$ cat config.mk
export PLATFORM = sky130hd
export DESIGN_NAME = flex_fuel_sensor_monitor
export DESIGN_NICKNAME = d
export VERILOG_FILES = /design/src/hdl/ffsm_pkg.sv /design/src/hdl/ffsm_front.sv /design/src/hdl/ffsm_queue.sv /design/src/hdl/ffsm_back.sv /design/src/hdl/flex_fuel_sensor_monitor.sv
export SDC_FILE = /design/constraint.sdc
export NUM_CORES = 1
export LEC_CHECK = 0
export ABC_CLOCK_PERIOD_IN_PS = 6800
export BUFFER_PORTS_ARGS = -buffer_cell sky130_fd_sc_hd__buf_2
export CORE_AREA = 2 2 322 324
export CTS_BUF_LIST = sky130_fd_sc_hd__clkbuf_4 sky130_fd_sc_hd__clkbuf_8
export DETAILED_ROUTE_END_ITERATION = 10
export DIE_AREA = 0 0 324 326
export PLACE_DENSITY = 0.51
export SLEW_MARGIN = 10
export SYNTH_ARGS = -nofsm -noshare
export SYNTH_HDL_FRONTEND = slang
export SYNTH_SLANG_ARGS = --single-unit
export TNS_END_PERCENT = 1
$ cat constraint.sdc
create_clock -name clk -period 6.8 [get_ports clk]
set_input_delay 1.36 -clock clk [delete_from_list [all_inputs] [get_ports clk]]
set_output_delay 1.36 -clock clk [all_outputs]
set_load 0.01 [all_outputs]
$ cat src/hdl/ffsm_pkg.sv
// Shared types and constants for the flex-fuel sensor monitor.
package ffsm_pkg;

    localparam int ETH_W   = 18;
    localparam int TEMP_W  = 16;
    localparam int LEVEL_W = 17;
    localparam int REG_IDX_W = 4;
    localparam int CFG_DATA_W = 18;

    // Cold-limit product: signed 17-bit slope times 18-bit signed level.
    localparam int SLOPE_W = TEMP_W + 1;
    localparam int PROD_W  = SLOPE_W + LEVEL_W + 1;

    localparam logic signed [ETH_W-1:0] ETH_FULL_SCALE = 18'sd65536;
    localparam logic [LEVEL_W-1:0]      LEVEL_FULL     = 17'h10000;
    localparam logic [LEVEL_W-1:0]      LEVEL_ZERO     = 17'h00000;

    // Queue between front and back.
    localparam int QDEPTH = 2;
    localparam int QPTR_W = $clog2(QDEPTH);
    localparam int QCNT_W = QPTR_W + 1;

    // Register indexes.
    localparam logic [REG_IDX_W-1:0] REG_TEMP_WARN_HIGH  = 4'd0;
    localparam logic [REG_IDX_W-1:0] REG_TEMP_CRIT_HIGH  = 4'd1;
    localparam logic [REG_IDX_W-1:0] REG_TEMP_WARN_LOW   = 4'd2;
    localparam logic [REG_IDX_W-1:0] REG_TEMP_CRIT_LOW   = 4'd3;
    localparam logic [REG_IDX_W-1:0] REG_ETH_CRIT_HIGH   = 4'd4;
    localparam logic [REG_IDX_W-1:0] REG_ETH_CRIT_LOW    = 4'd5;
    localparam logic [REG_IDX_W-1:0] REG_COLD_LIMIT_ETH  = 4'd6;
    localparam logic [REG_IDX_W-1:0] REG_COLD_LIMIT_GAS  = 4'd7;

    localparam logic signed [TEMP_W-1:0] RST_TEMP_WARN_HIGH = 16'sd1600;
    localparam logic signed [TEMP_W-1:0] RST_TEMP_CRIT_HIGH = 16'sd1920;
    localparam logic signed [TEMP_W-1:0] RST_TEMP_WARN_LOW  = -16'sd320;
    localparam logic signed [TEMP_W-1:0] RST_TEMP_CRIT_LOW  = -16'sd640;
    localparam logic signed [ETH_W-1:0]  RST_ETH_CRIT_HIGH  = 18'sd72090;
    localparam logic signed [ETH_W-1:0]  RST_ETH_CRIT_LOW   = -18'sd6554;
    localparam logic signed [TEMP_W-1:0] RST_COLD_LIMIT_ETH = 16'sd448;
    localparam logic signed [TEMP_W-1:0] RST_COLD_LIMIT_GAS = -16'sd512;

    typedef struct packed {
        logic signed [ETH_W-1:0]  raw_ethanol;
        logic signed [TEMP_W-1:0] raw_temperature;
    } sample_t;

    typedef struct packed {
        logic [LEVEL_W-1:0]       ethanol_level;
        logic signed [TEMP_W-1:0] fuel_temperature;
        logic                     eth_warn_high_flag;
        logic                     eth_warn_low_flag;
        logic                     eth_crit_high_flag;
        logic                     eth_crit_low_flag;
        logic                     temp_warn_high_flag;
        logic                     temp_warn_low_flag;
        logic                     temp_crit_high_flag;
        logic                     temp_crit_low_flag;
        logic                     cold_start_needed;
    } result_t;

    typedef struct packed {
        logic tcl;
        logic tch;
        logic twl;
        logic twh;
        logic ecl;
        logic ech;
        logic ewl;
        logic ewh;
    } alarm_t;

    typedef struct packed {
        logic signed [TEMP_W-1:0] temp_warn_high;
        logic signed [TEMP_W-1:0] temp_crit_high;
        logic signed [TEMP_W-1:0] temp_warn_low;
        logic signed [TEMP_W-1:0] temp_crit_low;
        logic signed [ETH_W-1:0]  eth_crit_high;
        logic signed [ETH_W-1:0]  eth_crit_low;
        logic signed [TEMP_W-1:0] cold_limit_eth;
        logic signed [TEMP_W-1:0] cold_limit_gas;
    } cfg_t;

    // One classified request as it waits in the queue.
    typedef struct packed {
        logic [LEVEL_W-1:0]       level;
        logic signed [TEMP_W-1:0] temp;
        alarm_t                   alarm;
    } q_entry_t;

    typedef struct packed {
        logic full;
        logic empty;
    } q_status_t;

endpackage

$ cat src/hdl/ffsm_front.sv
// Front end: accepts samples, clamps ethanol and updates the sticky alarm flags.
module ffsm_front (
    input  logic                 clk,
    input  logic                 rst_n,
    input  logic                 sample_valid,
    output logic                 sample_stall,
    input  ffsm_pkg::sample_t    sample_data,
    input  ffsm_pkg::cfg_t       cfg,
    input  ffsm_pkg::q_status_t  q_status,
    output logic                 push,
    output ffsm_pkg::q_entry_t   push_entry
);

    ffsm_pkg::alarm_t                   alarm_reg;
    ffsm_pkg::alarm_t                   alarm_next;
    logic [ffsm_pkg::LEVEL_W-1:0]       level;
    logic signed [ffsm_pkg::ETH_W-1:0]  r;
    logic signed [ffsm_pkg::TEMP_W-1:0] t;

    assign r = sample_data.raw_ethanol;
    assign t = sample_data.raw_temperature;

    assign sample_stall = q_status.full;
    assign push         = sample_valid && !q_status.full;

    always_comb
    begin
        alarm_next = alarm_reg;
        level      = r[ffsm_pkg::LEVEL_W-1:0];
        if (r > ffsm_pkg::ETH_FULL_SCALE)
        begin
            level          = ffsm_pkg::LEVEL_FULL;
            alarm_next.ewh = 1'b1;
            if (r > cfg.eth_crit_high)
                alarm_next.ech = 1'b1;
        end
        else if (r[ffsm_pkg::ETH_W-1])
        begin
            level          = ffsm_pkg::LEVEL_ZERO;
            alarm_next.ewl = 1'b1;
            if (r < cfg.eth_crit_low)
                alarm_next.ecl = 1'b1;
        end
        else
        begin
            alarm_next.ewh = 1'b0;
            alarm_next.ewl = 1'b0;
            alarm_next.ech = 1'b0;
            alarm_next.ecl = 1'b0;
        end

        if (t > cfg.temp_warn_high)
        begin
            alarm_next.twh = 1'b1;
            if (t > cfg.temp_crit_high)
                alarm_next.tch = 1'b1;
        end
        else if (t < cfg.temp_warn_low)
        begin
            alarm_next.twl = 1'b1;
            if (t < cfg.temp_crit_low)
                alarm_next.tcl = 1'b1;
        end
        else
        begin
            alarm_next.twh = 1'b0;
            alarm_next.twl = 1'b0;
            alarm_next.tch = 1'b0;
            alarm_next.tcl = 1'b0;
        end
    end

    assign push_entry.level = level;
    assign push_entry.temp  = t;
    assign push_entry.alarm = alarm_next;

    always_ff @(posedge clk or negedge rst_n)
    begin
        if (!rst_n)
            alarm_reg <= '0;
        else if (push)
            alarm_reg <= alarm_next;
    end

endmodule

$ cat src/hdl/ffsm_queue.sv
// Short register queue between the front and back ends.
module ffsm_queue (
    input  logic                 clk,
    input  logic                 rst_n,
    input  logic                 push,
    input  ffsm_pkg::q_entry_t   push_entry,
    input  logic                 pop,
    output ffsm_pkg::q_entry_t   head,
    output ffsm_pkg::q_status_t  status
);

    ffsm_pkg::q_entry_t              entry_reg [ffsm_pkg::QDEPTH];
    logic [ffsm_pkg::QPTR_W-1:0]     wr_ptr_reg;
    logic [ffsm_pkg::QPTR_W-1:0]     wr_ptr_next;
    logic [ffsm_pkg::QPTR_W-1:0]     rd_ptr_reg;
    logic [ffsm_pkg::QPTR_W-1:0]     rd_ptr_next;
    logic [ffsm_pkg::QCNT_W-1:0]     count_reg;
    logic [ffsm_pkg::QCNT_W-1:0]     count_next;
    logic                            do_push;
    logic                            do_pop;

    assign status.full  = (count_reg == ffsm_pkg::QCNT_W'(ffsm_pkg::QDEPTH));
    assign status.empty = (count_reg == '0);
    assign do_push      = push && !status.full;
    assign do_pop       = pop && !status.empty;
    assign head         = entry_reg[rd_ptr_reg];

    // Advance a pointer, wrapping at the queue depth.
    function automatic logic [ffsm_pkg::QPTR_W-1:0] ptr_inc(
        input logic [ffsm_pkg::QPTR_W-1:0] p
    );
        logic [ffsm_pkg::QPTR_W-1:0] n;
        begin
            if (p == ffsm_pkg::QPTR_W'(ffsm_pkg::QDEPTH - 1))
                n = '0;
            else
                n = p + 1'b1;
            return n;
        end
    endfunction

    always_comb
    begin
        wr_ptr_next = do_push ? ptr_inc(wr_ptr_reg) : wr_ptr_reg;
        rd_ptr_next = do_pop  ? ptr_inc(rd_ptr_reg) : rd_ptr_reg;
        count_next  = count_reg;
        if (do_push && !do_pop)
            count_next = count_reg + 1'b1;
        else if (do_pop && !do_push)
            count_next = count_reg - 1'b1;
    end

    always_ff @(posedge clk or negedge rst_n)
    begin
        if (!rst_n)
        begin
            wr_ptr_reg <= '0;
            rd_ptr_reg <= '0;
            count_reg  <= '0;
        end
        else
        begin
            wr_ptr_reg <= wr_ptr_next;
            rd_ptr_reg <= rd_ptr_next;
            count_reg  <= count_next;
        end
    end

    always_ff @(posedge clk)
    begin
        if (do_push)
            entry_reg[wr_ptr_reg] <= push_entry;
    end

endmodule

$ cat src/hdl/ffsm_back.sv
// Back end: cold-start limit compare in two stages and the result register.
module ffsm_back (
    input  logic                clk,
    input  logic                rst_n,
    input  ffsm_pkg::cfg_t      cfg,
    input  logic                q_valid,
    input  ffsm_pkg::q_entry_t  q_head,
    output logic                q_pop,
    output logic                result_valid,
    input  logic                result_stall,
    output ffsm_pkg::result_t   result_data
);

    // Stage A: product of slope and level.
    logic                                a_valid_reg;
    logic                                a_valid_next;
    ffsm_pkg::q_entry_t                  a_entry_reg;
    logic signed [ffsm_pkg::PROD_W-1:0]  a_prod_reg;
    logic signed [ffsm_pkg::PROD_W-1:0]  prod_next;
    logic signed [ffsm_pkg::SLOPE_W-1:0] slope;
    logic signed [ffsm_pkg::LEVEL_W:0]   level_s;

    // Stage B: result register.
    logic                                out_valid_reg;
    logic                                out_valid_next;
    ffsm_pkg::result_t                   out_reg;
    ffsm_pkg::result_t                   out_next;
    logic signed [ffsm_pkg::SLOPE_W-1:0] t_rel;
    logic signed [ffsm_pkg::PROD_W-1:0]  lhs;

    logic a_load;
    logic b_load;

    assign b_load = !out_valid_reg || !result_stall;
    assign a_load = !a_valid_reg || b_load;
    assign q_pop  = q_valid && a_load;

    // limit*65536 = G*65536 + (E-G)*L, so compare (T-G)*65536 against (E-G)*L.
    assign slope     = {cfg.cold_limit_eth[ffsm_pkg::TEMP_W-1], cfg.cold_limit_eth}
                     - {cfg.cold_limit_gas[ffsm_pkg::TEMP_W-1], cfg.cold_limit_gas};
    assign level_s   = {1'b0, q_head.level};
    assign prod_next = slope * level_s;

    assign t_rel = {a_entry_reg.temp[ffsm_pkg::TEMP_W-1], a_entry_reg.temp}
                 - {cfg.cold_limit_gas[ffsm_pkg::TEMP_W-1], cfg.cold_limit_gas};
    assign lhs   = {{(ffsm_pkg::PROD_W - ffsm_pkg::SLOPE_W - 16){t_rel[ffsm_pkg::SLOPE_W-1]}},
                    t_rel, 16'h0000};

    always_comb
    begin
        out_next.ethanol_level       = a_entry_reg.level;
        out_next.fuel_temperature    = a_entry_reg.temp;
        out_next.eth_warn_high_flag  = a_entry_reg.alarm.ewh;
        out_next.eth_warn_low_flag   = a_entry_reg.alarm.ewl;
        out_next.eth_crit_high_flag  = a_entry_reg.alarm.ech;
        out_next.eth_crit_low_flag   = a_entry_reg.alarm.ecl;
        out_next.temp_warn_high_flag = a_entry_reg.alarm.twh;
        out_next.temp_warn_low_flag  = a_entry_reg.alarm.twl;
        out_next.temp_crit_high_flag = a_entry_reg.alarm.tch;
        out_next.temp_crit_low_flag  = a_entry_reg.alarm.tcl;
        out_next.cold_start_needed   = (lhs < a_prod_reg);
    end

    assign a_valid_next   = a_load ? q_valid : a_valid_reg;
    assign out_valid_next = b_load ? a_valid_reg : out_valid_reg;

    always_ff @(posedge clk or negedge rst_n)
    begin
        if (!rst_n)
        begin
            a_valid_reg   <= 1'b0;
            out_valid_reg <= 1'b0;
        end
        else
        begin
            a_valid_reg   <= a_valid_next;
            out_valid_reg <= out_valid_next;
        end
    end

    always_ff @(posedge clk)
    begin
        if (q_pop)
        begin
            a_entry_reg <= q_head;
            a_prod_reg  <= prod_next;
        end
        if (b_load && a_valid_reg)
            out_reg <= out_next;
    end

    assign result_valid = out_valid_reg;
    assign result_data  = out_reg;

endmodule

$ cat src/hdl/flex_fuel_sensor_monitor.sv
// Top level of the flex-fuel sensor monitor: registers, front, queue, back.
//
// Usage:
//   Samples (raw ethanol fraction, fuel temperature) enter on the sample
//   channel; a request is taken on a rising edge with sample_valid high and
//   sample_stall low. Each sample yields exactly one result on the result
//   channel, taken on an edge with result_valid high and result_stall low.
//   Results leave in sample order.
//   From sample acceptance to result_valid a sample passes the queue
//   entry, the multiply stage register and the result register; the
//   latter then holds it. Throughput is one sample per cycle: every stage
//   takes a new request each cycle while the receiver keeps up.
//   The front end updates the sticky alarm flags as each sample is taken,
//   so flag order always follows sample order.
//   When the receiver stalls, the result register holds, the multiply
//   stage fills, and the two-entry queue absorbs two more samples; after
//   that sample_stall rises until the back end drains.
//   Configuration registers are written through cfg_we/cfg_addr/cfg_data
//   at any edge with cfg_we high; indexes beyond the register list are
//   dropped. Write them only while the block is idle.
//   Reset clears all alarm flags, empties the queue and pipeline, and
//   loads every threshold register with its default.
module flex_fuel_sensor_monitor (
    input  logic                               clk,
    input  logic                               rst_n,
    input  logic                               sample_valid,
    output logic                               sample_stall,
    input  ffsm_pkg::sample_t                  sample_data,
    output logic                               result_valid,
    input  logic                               result_stall,
    output ffsm_pkg::result_t                  result_data,
    input  logic                               cfg_we,
    input  logic [ffsm_pkg::REG_IDX_W-1:0]     cfg_addr,
    input  logic [ffsm_pkg::CFG_DATA_W-1:0]    cfg_data
);

    ffsm_pkg::cfg_t      cfg_reg;
    ffsm_pkg::cfg_t      cfg_next;
    ffsm_pkg::q_status_t q_status;
    ffsm_pkg::q_entry_t  push_entry;
    ffsm_pkg::q_entry_t  q_head;
    logic                push;
    logic                q_pop;

    // Register file decode: pick the target register, drop unknown indexes.
    always_comb
    begin
        cfg_next = cfg_reg;
        if (cfg_we)
        begin
            unique case (cfg_addr)
                ffsm_pkg::REG_TEMP_WARN_HIGH:
                    cfg_next.temp_warn_high = cfg_data[ffsm_pkg::TEMP_W-1:0];
                ffsm_pkg::REG_TEMP_CRIT_HIGH:
                    cfg_next.temp_crit_high = cfg_data[ffsm_pkg::TEMP_W-1:0];
                ffsm_pkg::REG_TEMP_WARN_LOW:
                    cfg_next.temp_warn_low  = cfg_data[ffsm_pkg::TEMP_W-1:0];
                ffsm_pkg::REG_TEMP_CRIT_LOW:
                    cfg_next.temp_crit_low  = cfg_data[ffsm_pkg::TEMP_W-1:0];
                ffsm_pkg::REG_ETH_CRIT_HIGH:
                    cfg_next.eth_crit_high  = cfg_data[ffsm_pkg::ETH_W-1:0];
                ffsm_pkg::REG_ETH_CRIT_LOW:
                    cfg_next.eth_crit_low   = cfg_data[ffsm_pkg::ETH_W-1:0];
                ffsm_pkg::REG_COLD_LIMIT_ETH:
                    cfg_next.cold_limit_eth = cfg_data[ffsm_pkg::TEMP_W-1:0];
                ffsm_pkg::REG_COLD_LIMIT_GAS:
                    cfg_next.cold_limit_gas = cfg_data[ffsm_pkg::TEMP_W-1:0];
                default:
                    cfg_next = cfg_reg;
            endcase
        end
    end

    always_ff @(posedge clk or negedge rst_n)
    begin
        if (!rst_n)
        begin
            cfg_reg.temp_warn_high <= ffsm_pkg::RST_TEMP_WARN_HIGH;
            cfg_reg.temp_crit_high <= ffsm_pkg::RST_TEMP_CRIT_HIGH;
            cfg_reg.temp_warn_low  <= ffsm_pkg::RST_TEMP_WARN_LOW;
            cfg_reg.temp_crit_low  <= ffsm_pkg::RST_TEMP_CRIT_LOW;
            cfg_reg.eth_crit_high  <= ffsm_pkg::RST_ETH_CRIT_HIGH;
            cfg_reg.eth_crit_low   <= ffsm_pkg::RST_ETH_CRIT_LOW;
            cfg_reg.cold_limit_eth <= ffsm_pkg::RST_COLD_LIMIT_ETH;
            cfg_reg.cold_limit_gas <= ffsm_pkg::RST_COLD_LIMIT_GAS;
        end
        else
        begin
            cfg_reg <= cfg_next;
        end
    end

    // Classify and stamp the sticky flags as each sample arrives.
    ffsm_front u_front (
        .clk          (clk),
        .rst_n        (rst_n),
        .sample_valid (sample_valid),
        .sample_stall (sample_stall),
        .sample_data  (sample_data),
        .cfg          (cfg_reg),
        .q_status     (q_status),
        .push         (push),
        .push_entry   (push_entry)
    );

    // Decouple the front from result-side stalls.
    ffsm_queue u_queue (
        .clk        (clk),
        .rst_n      (rst_n),
        .push       (push),
        .push_entry (push_entry),
        .pop        (q_pop),
        .head       (q_head),
        .status     (q_status)
    );

    // Compute cold start and hold the result until taken.
    ffsm_back u_back (
        .clk          (clk),
        .rst_n        (rst_n),
        .cfg          (cfg_reg),
        .q_valid      (!q_status.empty),
        .q_head       (q_head),
        .q_pop        (q_pop),
        .result_valid (result_valid),
        .result_stall (result_stall),
        .result_data  (result_data)
    );

    // Stall only when the queue has no room.
    assert property (@(posedge clk) disable iff (!rst_n)
        sample_stall == q_status.full)
        else $error("sample_stall does not track queue full");

    // Clamped level never exceeds full scale.
    assert property (@(posedge clk) disable iff (!rst_n)
        result_valid |-> (result_data.ethanol_level <= ffsm_pkg::LEVEL_FULL))
        else $error("ethanol level above full scale");

    // A critical flag is only ever raised together with its warning flag.
    assert property (@(posedge clk) disable iff (!rst_n)
        result_valid |->
            ((!result_data.temp_crit_high_flag || result_data.temp_warn_high_flag) &&
             (!result_data.temp_crit_low_flag  || result_data.temp_warn_low_flag)  &&
             (!result_data.eth_crit_high_flag  || result_data.eth_warn_high_flag)  &&
             (!result_data.eth_crit_low_flag   || result_data.eth_warn_low_flag)))
        else $error("critical flag without matching warning flag");

    // Nothing pops from an empty queue.
    assert property (@(posedge clk) disable iff (!rst_n)
        q_pop |-> !q_status.empty)
        else $error("pop from empty queue");

endmodule
==> results.py <==
metrics = {
    "status": {
        "outcome": "finished, violations left",
        "violations": "setup timing",
    },
    "worst_setup_path": {
        "critPathKind": "reg -> reg",
        "cpPeakStageDelay_ps": 570,
        "cp.required_ps": 7200,
        "endpoint_kind": "flop",
        "arrival_ps": 7760,
        "cp_max_fo": 4,
        "cp_common_cell": "fa_1",
        "critPathSlowestCell": "fa_1",
        "cp-start-kind": "flop",
        "reg2reg_slack_ps": -560,
        "r2r_end": "u_back.a_prod_reg[19]",
        "rr_worst_depth": 29,
        "rr_startpoint": "cfg_reg[16]",
    },
    "die": {
        "die_w_microns": 324,
        "core_sq_um": 102600,
        "ios": 105,
        "start_util_pct": 25.71,
        "std_cell_rows": 118,
        "fp.dieArea_sq_um": 105600,
        "die_height_microns": 326,
    },
    "synthesis": {
        "yosysTopAreaCell": "edfxtp_1",
        "syn_inst": 2447,
        "synth_edf_count": 200,
        "synth_ff_type": "edfxtp_1",
        "yosysUniqueCellTypes": 80,
        "syn_nets": 3011,
        "avgSynthCellArea_sq_um": 10.78,
        "seq_area_frac_synth_pct": 36.87,
        "synthTopCellsByCount": "inv_1 (426), ha_1 (277), nand2_1 (242)",
        "async_flop_share_pct": 42.20,
        "synth_area_sq_um": 26380,
        "yosysWarnings": 0,
        "ys_top_cells_by_area": "edfxtp_1 (23%), fa_1 (17%), ha_1 (13%)",
        "ys_ff_latch": 346,
        "yosysTopAreaCellShare_pct": 22.76,
        "post-synth-top-count-cell": "inv_1",
    },
    "worst_hold_path": {
        "holdPathStages": 0,
        "worstHoldStart": "u_back.a_entry_reg[27]",
        "hold-path-endpoint": "u_back.result_data[28]",
        "hold_class": "reg -> reg",
    },
    "timing": {
        "slew_violations": 0,
        "slew_headroom_pct": 29.49,
        "finalCritPeriodShare_pct": 108.3,
        "fmax_mhz": 135.8,
        "period_needed_ps": 7361,
        "skew_ps": 40.27,
        "setup_ws_ps": -561.1,
        "final_hold_viol_count": 0,
        "setup_viol_count_final": 19,
        "tightest_slew_ps": 1053,
        "grt_setup_unrepaired": "true",
    },
    "detailed_routing": {
        "vias_per_cell": 4.410,
        "final_antenna_net_count": 0,
        "dr.first_iter.drc_count": 1046,
        "wire_per_inst_microns": 18.09,
        "drt_pass1_iterations": 5,
        "vias": 18903,
        "drc": 0,
        "routed_wl_mm": 77.52,
    },
    "global_route": {
        "grt_pass1_wl_mm": 119.6,
        "grt_use_total_pct": 15.05,
        "grt_max_degree": 97,
        "grt_pass1_vias": 19838,
        "gr-total-overflow": 0,
        "antenna_found_initial": 3,
    },
    "cts": {
        "tritoncts": "yes",
        "cts_root_buffer": "clkbuf_8",
        "h-tree-depth": 2,
        "insertion_delay_ps": 690,
        "path_clk_slew_ps": 60,
        "numCtsBuffers": 58,
        "cts_max_path_buffers": 3,
        "cts_sinks": 346,
        "hold_buffers": 0,
    },
    "finish": {
        "fillers": 10628,
        "area_growth_pct": 23.50,
        "drive_gt1_share_pct": 26.27,
        "largest_reg_flops": 132,
        "postLayoutCellArea_sq_um": 32580,
        "final_nets": 3419,
    },
    "flow_run": {
        "maxCapViolations": 0,
    },
    "placement": {
        "dp_hpwl_mm": 61.27,
        "place_area_sq_um": 30760,
        "finalWeightedCongestion": 0.9393,
        "io_buffers": 104,
    },
}
-- critical path: cells and delay by family (launching register included) --
kind	cells	cell delay, ps
buffers and inverters	7	690
DFF	1	370
AOI/OAI and AO/OA	8	1510
adders and majority gates	9	3670
xor gates and xnor gates	2	440
and+or+nand+nor	3	430
-- final cells by class --
class | count | area, sq um | share of cell area [%]
Clock inverter | 33 | 330.3 | 1.014
Antenna cell | 1 | 2.502 | 0.007681
Clock buffer | 77 | 965.9 | 2.965
Sequential cell | 346 | 9727 | 29.86
Multi-Input combinational cell | 1613 | 15310 | 46.98
Inverter | 438 | 1645 | 5.050
Timing Repair Buffer | 398 | 2877 | 8.829
Tap cell | 1380 | 1727 | 5.300
-- worst max-delay path by stage --
| stage | start | cells past startpoint | slack (ps) | end |
|---|---|---|---|---|
| 6_report | cfg_reg[16] | 29 | -560 | u_back.a_prod_reg[19] |
| 2_1_floorplan | cfg_reg[16] | 28 | -190 | u_back.a_prod_reg[32] |
| 4_1_cts | cfg_reg[16] | 28 | -580 | u_back.a_prod_reg[32] |
| 3_3_place_gp | cfg_reg[16] | 30 | -600 | u_back.a_prod_reg[19] |
| 3_5_place_dp | cfg_reg[16] | 29 | -640 | u_back.a_prod_reg[32] |
| 5_1_grt | cfg_reg[16] | 29 | -800 | u_back.a_prod_reg[31] |
-- cell usage in the layout (no fill, tap or decap), drive strengths merged, types with 14 or more instances in the layout --
cell,instances
a21o,43
a21oi,86
and2,36
buf,398
clkbuf,77
clkinv,37
dfrtp,93
dfstp,53
edfxtp,200
fa,226
ha,277
inv,427
mux2,109
mux2i,21
nand2,242
nand2b,14
nand3,21
nand4,18
nor2,178
nor2b,15
nor3,21
o21ai,95
xnor2,43
xor2,23
-- per-layer routing --
| metal | vias up | part of all wire [%] | track usage [%] |
|---|---|---|---|
| met4 | 0 | 3.7 | 5.294 |
| li1 | 8945 | - | - |
| met1 | 9395 | 46 | 20.82 |
| met2 | 427 | 45 | 23.87 |
| met3 | 136 | 4.8 | 2.232 |
| met5 | - | 0 | 0 |
-- cell families after synthesis --
kind of cell	after synthesis	share of synthesized area (%)
AOI/OAI and AO/OA	320	7.811
xor gates and xnor gates	66	2.433
adders and majority gates	503	30.29
buffers and inverters	488	7.100
DFF	346	36.87
muxes	130	5.449
and+or+nand+nor	594	10.05
-- per-stage QoR --
step	hold slack, ps	setup WS (ps)	util (%)	TNS, ps	instances
after floorplan	400.3	-191.7	-	-1788	2447
after global placement	401.5	-601.0	29.98	-9025	4159
after detailed placement	404.5	-644.2	29.98	-10130	4159
after CTS	417.8	-580.8	31.30	-8333	4269
after global routing	419.7	-795.6	31.75	-14020	4286
final	415.7	-561.1	31.75	-8586	4286
-- what timing repair did --
item                       in CTS  in global routing
setup endpoints to repair      21                 23
pin swaps                       4                 61
resized for setup              10                 70
setup buffers                   0                 16
Power is left out: the tool's default activity adds up to more than one toggle a clock period on the data nets, which glitch-free logic cannot reach.
